`config.mk`:
```
export PLATFORM = sky130hd
export DESIGN_NAME = bus_wait_state_timing
export DESIGN_NICKNAME = d
export VERILOG_FILES = /design/src/hdl/bwst_pkg.sv /design/src/hdl/bus_wait_state_timing.sv
export SDC_FILE = /design/constraint.sdc
export NUM_CORES = 1
export LEC_CHECK = 0
export ABC_CLOCK_PERIOD_IN_PS = 9300
export BUFFER_PORTS_ARGS = -buffer_cell sky130_fd_sc_hd__buf_2
export CORE_AREA = 2 2 74 76
export DETAILED_ROUTE_END_ITERATION = 10
export DIE_AREA = 0 0 76 78
export GPL_TIMING_DRIVEN = 0
export MAX_ROUTING_LAYER = met4
export PLACE_DENSITY = 0.79
export SLEW_MARGIN = 20
export SYNTH_ARGS = -nofsm -noshare
export SYNTH_HDL_FRONTEND = slang
export SYNTH_SLANG_ARGS = --single-unit
```
`constraint.sdc`:
```
create_clock -name clk -period 9.3 [get_ports clk]
set_clock_uncertainty 0.2 [all_clocks]
set_input_delay 1.395 -clock clk [delete_from_list [all_inputs] [get_ports clk]]
set_output_delay 1.395 -clock clk [all_outputs]
set_load 0.02 [all_outputs]
```
`src/hdl/bwst_pkg.sv`:
```
`timescale 1ns / 1ps

package bwst_pkg;

  localparam int unsigned ADDR_W   = 32;
  localparam int unsigned SIZE_W   = 3;
  localparam int unsigned CYCLES_W = 5;
  localparam int unsigned PAGE_W   = 4;
  localparam int unsigned IDX_W    = 3;
  localparam int unsigned WAIT_W   = 2;

  localparam int unsigned IN_TDATA_W  = 40;
  localparam int unsigned OUT_TDATA_W = 8;

  typedef logic [CYCLES_W-1:0] cycles_t;
  typedef logic [PAGE_W-1:0]   page_t;
  typedef logic [IDX_W-1:0]    reg_idx_t;
  typedef logic [WAIT_W-1:0]   wait_sel_t;

  // Register indexes on the configuration port.
  localparam reg_idx_t REG_ROM0_FIRST = 3'd0;
  localparam reg_idx_t REG_ROM0_NEXT  = 3'd1;
  localparam reg_idx_t REG_ROM1_FIRST = 3'd2;
  localparam reg_idx_t REG_ROM1_NEXT  = 3'd3;
  localparam reg_idx_t REG_ROM2_FIRST = 3'd4;
  localparam reg_idx_t REG_ROM2_NEXT  = 3'd5;
  localparam reg_idx_t REG_BACKUP_RAM = 3'd6;

  // Transfer size codes.
  localparam logic [SIZE_W-1:0] SIZE_HALF = 3'd2;
  localparam logic [SIZE_W-1:0] SIZE_WORD = 3'd3;

  // Pages with a special meaning.
  localparam page_t PAGE_ROM_FIRST = 4'd8;
  localparam page_t PAGE_ROM0_LAST = 4'd9;
  localparam page_t PAGE_ROM1_LAST = 4'd11;
  localparam page_t PAGE_ROM2_LAST = 4'd13;
  localparam page_t PAGE_BACKUP    = 4'd14;
  localparam page_t PAGE_UNUSED    = 4'd15;

  localparam cycles_t FIXED_COST16 [8] = '{5'd1, 5'd1, 5'd3, 5'd1, 5'd1, 5'd1, 5'd1, 5'd1};
  localparam cycles_t FIXED_COST32 [8] = '{5'd1, 5'd1, 5'd6, 5'd1, 5'd1, 5'd2, 5'd2, 5'd1};
  localparam cycles_t FIRST_WAITS  [4] = '{5'd4, 5'd3, 5'd2, 5'd8};

endpackage

```
`src/hdl/bus_wait_state_timing.sv`:
```
`timescale 1ns / 1ps

// Channel  Direction  Ports                                Payload
// in       slave      in_tvalid in_tready in_tdata         address, size, sequential flag
// out      master     out_tvalid out_tready out_tdata      cycles, effective sequential flag
// cfg      slave      cfg_valid cfg_ready cfg_index cfg_data  wait-state register write
//
// Each transaction passes an input register and then a result register
// before its result is presented; one transaction can enter every cycle
// while out_tready holds no stall. The cost decode is a page compare and
// small table lookups. A stall on out_tready backs up through the input
// register; in_tready drops only when both stages hold data. rst_n clears
// the stage valids and the wait-state registers; cfg_ready is always high.

module bus_wait_state_timing (
  input  logic                               clk,
  input  logic                               rst_n,
  input  logic                               in_tvalid,
  output logic                               in_tready,
  // [31:0] bus_address, [34:32] size_bytes, [35] is_sequential, [39:36] zero
  input  logic [bwst_pkg::IN_TDATA_W-1:0]    in_tdata,
  output logic                               out_tvalid,
  input  logic                               out_tready,
  // [4:0] access_cycles, [5] used_sequential, [7:6] zero
  output logic [bwst_pkg::OUT_TDATA_W-1:0]   out_tdata,
  input  logic                               cfg_valid,
  output logic                               cfg_ready,
  input  logic [bwst_pkg::IDX_W-1:0]         cfg_index,
  input  logic [bwst_pkg::WAIT_W-1:0]        cfg_data
);

  import bwst_pkg::*;

  wait_sel_t rom0_first_r, rom1_first_r, rom2_first_r, backup_r;
  logic      rom0_next_r, rom1_next_r, rom2_next_r;

  logic                in_valid_r;
  logic [ADDR_W-1:0]   addr_r;
  logic [SIZE_W-1:0]   size_r;
  logic                seq_r;

  logic                out_valid_r;
  cycles_t             cycles_r;
  logic                used_seq_r;

  logic                out_load;
  logic                in_load;

  logic [ADDR_W-1:0]   addr_al;
  logic                wide;
  page_t               page;
  logic                seq_eff;
  cycles_t             first, next, n16, s16;
  cycles_t             cycles_nxt;

  assign cfg_ready  = 1'b1;
  assign out_load   = in_valid_r && (!out_valid_r || out_tready);
  assign in_tready  = !in_valid_r || out_load;
  assign in_load    = in_tvalid && in_tready;
  assign out_tvalid = out_valid_r;
  assign out_tdata  = {2'b00, used_seq_r, cycles_r};

  always_ff @(posedge clk) begin
    if (!rst_n) begin
      rom0_first_r <= '0;
      rom0_next_r  <= 1'b0;
      rom1_first_r <= '0;
      rom1_next_r  <= 1'b0;
      rom2_first_r <= '0;
      rom2_next_r  <= 1'b0;
      backup_r     <= '0;
    end else if (cfg_valid) begin
      case (cfg_index)
        REG_ROM0_FIRST: rom0_first_r <= cfg_data;
        REG_ROM0_NEXT:  rom0_next_r  <= cfg_data[0];
        REG_ROM1_FIRST: rom1_first_r <= cfg_data;
        REG_ROM1_NEXT:  rom1_next_r  <= cfg_data[0];
        REG_ROM2_FIRST: rom2_first_r <= cfg_data;
        REG_ROM2_NEXT:  rom2_next_r  <= cfg_data[0];
        REG_BACKUP_RAM: backup_r     <= cfg_data;
        default: ;
      endcase
    end
  end

  always_ff @(posedge clk) begin
    if (!rst_n) begin
      in_valid_r  <= 1'b0;
      out_valid_r <= 1'b0;
    end else begin
      if (in_tready) begin
        in_valid_r <= in_tvalid;
      end
      if (!out_valid_r || out_tready) begin
        out_valid_r <= in_valid_r;
      end
    end
  end

  always_ff @(posedge clk) begin
    if (in_load) begin
      addr_r <= in_tdata[31:0];
      size_r <= in_tdata[34:32];
      seq_r  <= in_tdata[35];
    end
    if (out_load) begin
      cycles_r   <= cycles_nxt;
      used_seq_r <= seq_eff;
    end
  end

  always_comb begin
    addr_al = addr_r;
    if (size_r == SIZE_HALF) begin
      addr_al[0] = 1'b0;
    end else if (size_r >= SIZE_WORD) begin
      addr_al[1:0] = 2'b00;
    end
    wide = (size_r >= SIZE_WORD);
    page = addr_al[27:24];

    // Cartridge ROM restarts the burst on every 128 KiB boundary.
    seq_eff = seq_r;
    if (page >= PAGE_ROM_FIRST && page <= PAGE_ROM2_LAST && addr_al[16:0] == 17'd0) begin
      seq_eff = 1'b0;
    end

    case (page) inside
      [PAGE_ROM_FIRST:PAGE_ROM0_LAST]: begin
        first = FIRST_WAITS[rom0_first_r];
        next  = rom0_next_r ? 5'd1 : 5'd2;
      end
      [4'd10:PAGE_ROM1_LAST]: begin
        first = FIRST_WAITS[rom1_first_r];
        next  = rom1_next_r ? 5'd1 : 5'd4;
      end
      [4'd12:PAGE_ROM2_LAST]: begin
        first = FIRST_WAITS[rom2_first_r];
        next  = rom2_next_r ? 5'd1 : 5'd8;
      end
      default: begin
        first = FIRST_WAITS[backup_r];
        next  = first;
      end
    endcase
    n16 = 5'(first + 5'd1);
    s16 = 5'(next + 5'd1);

    if (!page[3]) begin
      cycles_nxt = wide ? FIXED_COST32[page[2:0]] : FIXED_COST16[page[2:0]];
    end else if (page == PAGE_UNUSED) begin
      cycles_nxt = 5'd1;
    end else if (wide) begin
      cycles_nxt = seq_eff ? 5'(s16 + s16) : 5'(n16 + s16);
    end else begin
      cycles_nxt = seq_eff ? s16 : n16;
    end
  end

endmodule

```
==> results of run 1 <==
layer usage:
| layer | vias up | global-route usage [%] | share of wire (%) |
|---|---|---|---|
| li1 | 1012 | - | - |
| met1 | 934 | 22.5 | 44 |
| met2 | 50 | 33.3 | 49 |
| met3 | 8 | 2.79 | 5.4 |
| met4 | 0 | 6.36 | 1.4 |
| met5 | - | - | 0 |
metrics by stage:
step	total power (uW)	area (um^2)	instances	hold slack (ps)	setup WS, ps
after floorplan	283	2730	256	277	5320
after global placement	303	3030	368	302	4890
after detailed placement	305	3030	368	319	4890
after CTS	448	3140	376	341	4850
after global routing	467	3140	376	365	4560
final	445	3140	376	335	4830
state kept, by name, summed over array words and instances (netlist names), 2 cells and up:
name	cells
rom0_first_r	2
rom1_first_r	2
addr_r	21
size_r	3
backup_r	2
rom2_first_r	2
cycles_r	5
path summary, 6_finish.rpt:
path                  to  cells past startpoint  startpoint  slack, ps
max          cycles_r[4]                     18  addr_r[25]       4830
min           out_tvalid                      1  in_valid_r        330
max reg2reg  cycles_r[4]                     18  addr_r[25]       4830
min reg2reg   out_tvalid                      1  in_valid_r        330
report_power, final:
group          internal (uW)  switching (uW)  total (uW)
logic                   33.4            42.6        76.1
registers                221            4.23         225
clock network           79.5            63.8         143
total                    334             111         445
cells by family (layout without fill, tap and decap cells):
family                   count (synthesis)  after routing  synth area share (%)
AO/OA/AOI/OAI                           48             48                  13.0
multiplexers                            18             18                  6.87
adder cells (fa/ha/maj)                 23             23                  10.8
other                                    2              3                 0.275
buffers and inverters                   32             82                  5.36
AND/OR/NAND/NOR                         83             83                  18.4
XOR/XNOR                                 5              5                  1.60
flip-flops                              44             44                  43.6
final cells by class:
| type | count | area [um^2] | area share (%) |
|---|---|---|---|
| buffer | 11 | 67.6 | 2.15 |
| sequential | 44 | 1190 | 37.9 |
| multi-input combinational | 180 | 1400 | 44.4 |
| inverter | 21 | 78.8 | 2.51 |
| clock inverter | 3 | 42.5 | 1.35 |
| tap | 70 | 87.6 | 2.79 |
| clock buffer | 5 | 68.8 | 2.19 |
| timing repair buffer | 42 | 210 | 6.69 |
synth_stat cells (all sizes together) (2+ instances only):
| cell type | count | area [um^2] |
|---|---|---|
| mux2i | 15 | 150 |
| o2bb2ai | 2 | 23.8 |
| nand3 | 7 | 40.0 |
| o21ai | 11 | 58.8 |
| a22oi | 3 | 22.5 |
| o31ai | 2 | 20.0 |
| nand4b | 3 | 26.3 |
| nor2 | 9 | 33.8 |
| a21o | 4 | 30.0 |
| mux2 | 3 | 37.5 |
| inv | 21 | 78.8 |
| xnor2 | 4 | 35.0 |
| nor2b | 18 | 113 |
| a31oi | 2 | 12.5 |
| and3 | 4 | 25.0 |
| ha | 22 | 275 |
| or2 | 2 | 12.5 |
| dfxtp | 13 | 260 |
| edfxtp | 31 | 931 |
| buf | 8 | 55.1 |
| a22o | 5 | 52.6 |
| clkbuf | 3 | 12.5 |
| a21oi | 8 | 40.0 |
| nor4 | 4 | 40.0 |
| and2 | 3 | 18.8 |
| nor3b | 3 | 33.8 |
| nand2 | 14 | 52.6 |
| nand4 | 3 | 18.8 |
| o21a | 3 | 23.8 |
| nor3 | 5 | 25.0 |
| or3 | 2 | 12.5 |
| conb | 2 | 7.51 |
==> flow_summary.toml, run 1 <==
[cells_and_area]
mostFrequentLayoutCell = "buf_2"
area_delta_synth_final_pct = 15.1
num_antenna_cells = 0
fin_nets = 378
final_cell_mix = "44 x buf_2, 31 x edfxtp_1, 22 x ha_1, 20 x inv_1, 18 x nor2b_1"
drive_above_1_share_pct = 23.5
fill_cells = 396
fin_util_pct = 62.3

[job]
drv_cap = 0

[sta]
final_hold_viol_count = 0
slew-limit-headroom_pct = 29.3
final_max_slew_viol_count = 0
finalCriticalPeriod_ps = 4470
finalSetupTns_ps = 0
worst_pin_slew_ps = 1060
fmax_mhz = 224
rsz0062_at_grt = "false"
finalSetupViolCount = 0
finalCritPeriodShare_pct = 48.0

[detailed_routing]
ant_nets = 0
drt_wl_total_mm = 5.20
drc_errors = 0
post_drt_via_cell_ratio = 5.33
wl_per_cell_um = 13.8
drtIter0Drc = 116
vias = 2004
detail_route.first_pass.iterations = 4

[logic_synthesis]
avgSynthCellArea_um2 = 10.7
ys.flop_type = "edfxtp_1"
yosysUniqueCellTypes = 64
async_flop_share_pct = 0
synth-edff-count = 31
ys_ff_latch = 44
netlist_area_um2 = 2730
ys_seq_area_share_pct = 43.6
ys_warn_count = 0
netlist_instances = 255

[clock_network]
clk_latency_ps = 290
clockBufferDepth = 2
root_buffer = "clkbuf_8"
postCtsSetupBuffers = 0
cts_sinks = 44
cts_tree = "built"
htreeDepth = 2
cts_inserted_buffers = 5
clk_pin_slew_ps = 80
post_cts_resize_count = 0
holdBufCountCts = 0

[critical_path]
critPathLaunchType = "register"
worst-endpoint-arrival_ps = 4440
critPathCaptureType = "register"
path_buf_inv = 1
cp.required_ps = 9270
crit_path_max_fanout = 8
crit_chain = "inv_1 -> ha_1 -> nor2_1 -> a22o_1 -> a22o_1 -> a21o_1 -> ha_1 -> xor2_1 -> nand2_1 -> o21ai_0 -> ha_1 -> nor2b_1 -> o21ai_0 -> and2_1 -> nand3_1 -> or4_1 -> nand4_1 -> or2_1"
critPathKind = "reg -> reg"
cp_slowest_cell = "edfxtp_1"
slowest_delay_ps = 510
cpMostUsedCell = "ha_1"
cp_top_family = "simple AND/OR/NAND/NOR gates"

[global_route]
grt_usage_pct = 19.0
grt_pass1_vias = 1975
grt_pass1_wl_mm = 8.80
grt_max_degree = 26
antenna_found_initial = 0
gr-total-overflow = 0

[place]
place.gp.congestion = 0.885
dp_hpwl_mm = 4.04
portBuffers = 42

[die]
die_height_um = 78
io_pins = 61
rows = 26
die_w_um = 76
start_util_pct = 54.1
dieArea_um2 = 5930
core-area_um2 = 5040

[power]
leakage_uw = 0.00129
power_density_nw_per_um2 = 141
peakVddDrop_v = 0.000104

[hold_path]
hold_path.class = "reg -> reg"

[run_status]
status = "completed"
No activity file was read; power rests on OpenSTA's default activity.
==> run 2: changes to the inputs <==
--- a/config.mk
+++ b/config.mk
@@ -5,14 +5,14 @@
 export SDC_FILE = /design/constraint.sdc
 export NUM_CORES = 1
 export LEC_CHECK = 0
-export ABC_CLOCK_PERIOD_IN_PS = 9300
+export ABC_CLOCK_PERIOD_IN_PS = 4100
 export BUFFER_PORTS_ARGS = -buffer_cell sky130_fd_sc_hd__buf_2
-export CORE_AREA = 2 2 74 76
+export CORE_AREA = 2 2 78 80
 export DETAILED_ROUTE_END_ITERATION = 10
-export DIE_AREA = 0 0 76 78
+export DIE_AREA = 0 0 80 82
 export GPL_TIMING_DRIVEN = 0
 export MAX_ROUTING_LAYER = met4
-export PLACE_DENSITY = 0.79
+export PLACE_DENSITY = 0.75
 export SLEW_MARGIN = 20
 export SYNTH_ARGS = -nofsm -noshare
 export SYNTH_HDL_FRONTEND = slang
==> constraint.sdc (replaced) <==
create_clock -name clk -period 4.1 [get_ports clk]
set_clock_uncertainty 0.2 [all_clocks]
set_input_delay 0.615 -clock clk [delete_from_list [all_inputs] [get_ports clk]]
set_output_delay 0.615 -clock clk [all_outputs]
set_load 0.02 [all_outputs]
==> flow_summary.toml, run 2 (synthesis results as in run 1) <==
[detailed_routing]
vias = 2075
post_drt_via_cell_ratio = 5.38
drtIter0Drc = 115
detail_route.first_pass.iterations = 4
ant_nets = 0
drt_wl_total_mm = 5.40
drc_errors = 0
wl_per_cell_um = 14.0

[sta]
finalCritPeriodShare_pct = 97.9
fmax_mhz = 249
worst_pin_slew_ps = 1050
fin_hold_ws_ps = 277
fin_ws_ps = 87.2
finalSetupViolCount = 0
slew-limit-headroom_pct = 30.1
final_hold_viol_count = 0
finalCriticalPeriod_ps = 4010
final_max_slew_viol_count = 0

[cells_and_area]
final_cell_mix = "44 x buf_2, 31 x edfxtp_1, 19 x inv_1, 18 x ha_1, 17 x nor2b_1"
stdcell_area_um2 = 3290
largest_register_ffs = 21
top_register = "addr_r"
area_delta_synth_final_pct = 20.5
fin_nets = 383
mostFrequentLayoutCell = "buf_2"
fill_cells = 503
drive_above_1_share_pct = 29.6
largestRegisters = "addr_r (21), cycles_r (5), size_r (3)"
num_antenna_cells = 0

[place]
dp_slack_ps = -322
place.gp.congestion = 0.880
dpl_cell_area_um2 = 3040
dp_hpwl_mm = 3.98
portBuffers = 42

[die]
die_height_um = 82
rows = 28
io_pins = 61
core-area_um2 = 5750
dieArea_um2 = 6560
die_w_um = 80
start_util_pct = 47.5

[clock_network]
cts_sinks = 44
clk_latency_ps = 300
htreeDepth = 2
root_buffer = "clkbuf_8"
clockBufferDepth = 2
clk_pin_slew_ps = 90
cts_tree = "built"
holdBufCountCts = 0
cts_inserted_buffers = 5

[power]
peakVddDrop_v = 0.000255
power_uw = 1050
power_density_nw_per_um2 = 318
leakage_uw = 0.00132

[critical_path]
worst-endpoint-arrival_ps = 4000
cp.required_ps = 4090
slowest_delay_ps = 400
critPathLaunchType = "register"
ff2ff_path_depth = 18
r2r_start = "addr_r[24]"
cp-startpoint = "addr_r[24]"
cp_slowest_cell = "edfxtp_1"
critPathKind = "reg -> reg"
crit_chain = "buf_4 -> ha_4 -> o21a_4 -> a22o_1 -> a22o_1 -> a21o_1 -> ha_4 -> inv_1 -> nor2_1 -> a21oi_1 -> fa_2 -> nor2b_2 -> o21ai_2 -> and2_4 -> a311o_2 -> mux2_1 -> nand4_1 -> or2_1"
crit_path_max_fanout = 7
critPathCaptureType = "register"

[job]
drv_cap = 0

[hold_path]
hold_path.class = "in -> reg"
hold_path.startpoint = "in_tdata[4]"
hold_depth = 1

[global_route]
gr-total-overflow = 0
grt_usage_pct = 17.6
antenna_found_initial = 0
grt_pass1_wl_mm = 8.67
grt_max_degree = 26
grt_pass1_vias = 1961

[run_status]
status = "completed"
-- run 2: cell types whose count changed in the layout (fill, tap and decap cells not counted), sizes merged --
cell,delta
clkinvlp,+1
buf,+5
clkinv,-2
inv,+1
-- run 2: metal layers --
metal	global-route usage (%)	routed length (um)	part of all wire [%]	up-vias
li1	-	-	-	1026
met2	28.7	2640	49	58
met3	3.96	229	4.2	9
met4	6.61	108	2.0	0
met5	-	0	0	-
met1	21.6	2420	45	982
-- run 2: area by class of cell --
type                            count  area, um^2  area share [%]
Multi-Input combinational cell    180        1490            45.2
Timing Repair Buffer               47         248            7.53
Buffer                             11        76.3            2.32
Sequential cell                    44        1190            36.2
Tap cell                           75        93.8            2.85
Inverter                           21        78.8            2.40
Clock buffer                        5        68.8            2.09
Clock inverter                      3        46.3            1.41
-- run 2: repair_timing --
item	CTS	global route
setup buffers	3	2
setup endpoints to repair	1	1
pin swaps	1	1
resized for setup	9	14
-- run 2: worst paths after layout --
check	slack (ps)	to
setup / recovery	90	cycles_r[4]
hold / removal	280	addr_r[4]
setup reg to reg	90	cycles_r[4]
hold reg to reg	330	out_tvalid
-- run 2: per-stage QoR --
stage	TNS, ps	utilization, %	std cells
final	0	57.3	386
after global routing	-40.0	57.3	386
after CTS	0	55.8	384
after detailed placement	-322	52.9	373
after global placement	-239	52.9	373
after floorplan	0	-	256
-- run 2: critical path, delay by kind of cell (launching register included) --
| kind | cells | cell delay (ps) |
|---|---|---|
| mux | 1 | 290 |
| simple gates | 5 | 590 |
| flops | 1 | 400 |
| compound gates | 7 | 1350 |
| fa+ha+maj | 3 | 840 |
| buf+inv | 2 | 230 |
-- run 2: where the power goes --
part	internal (uW)	total (uW)	switching [uW]
combinational	90.9	200	109
sequential	501	510	8.92
clock	183	337	154
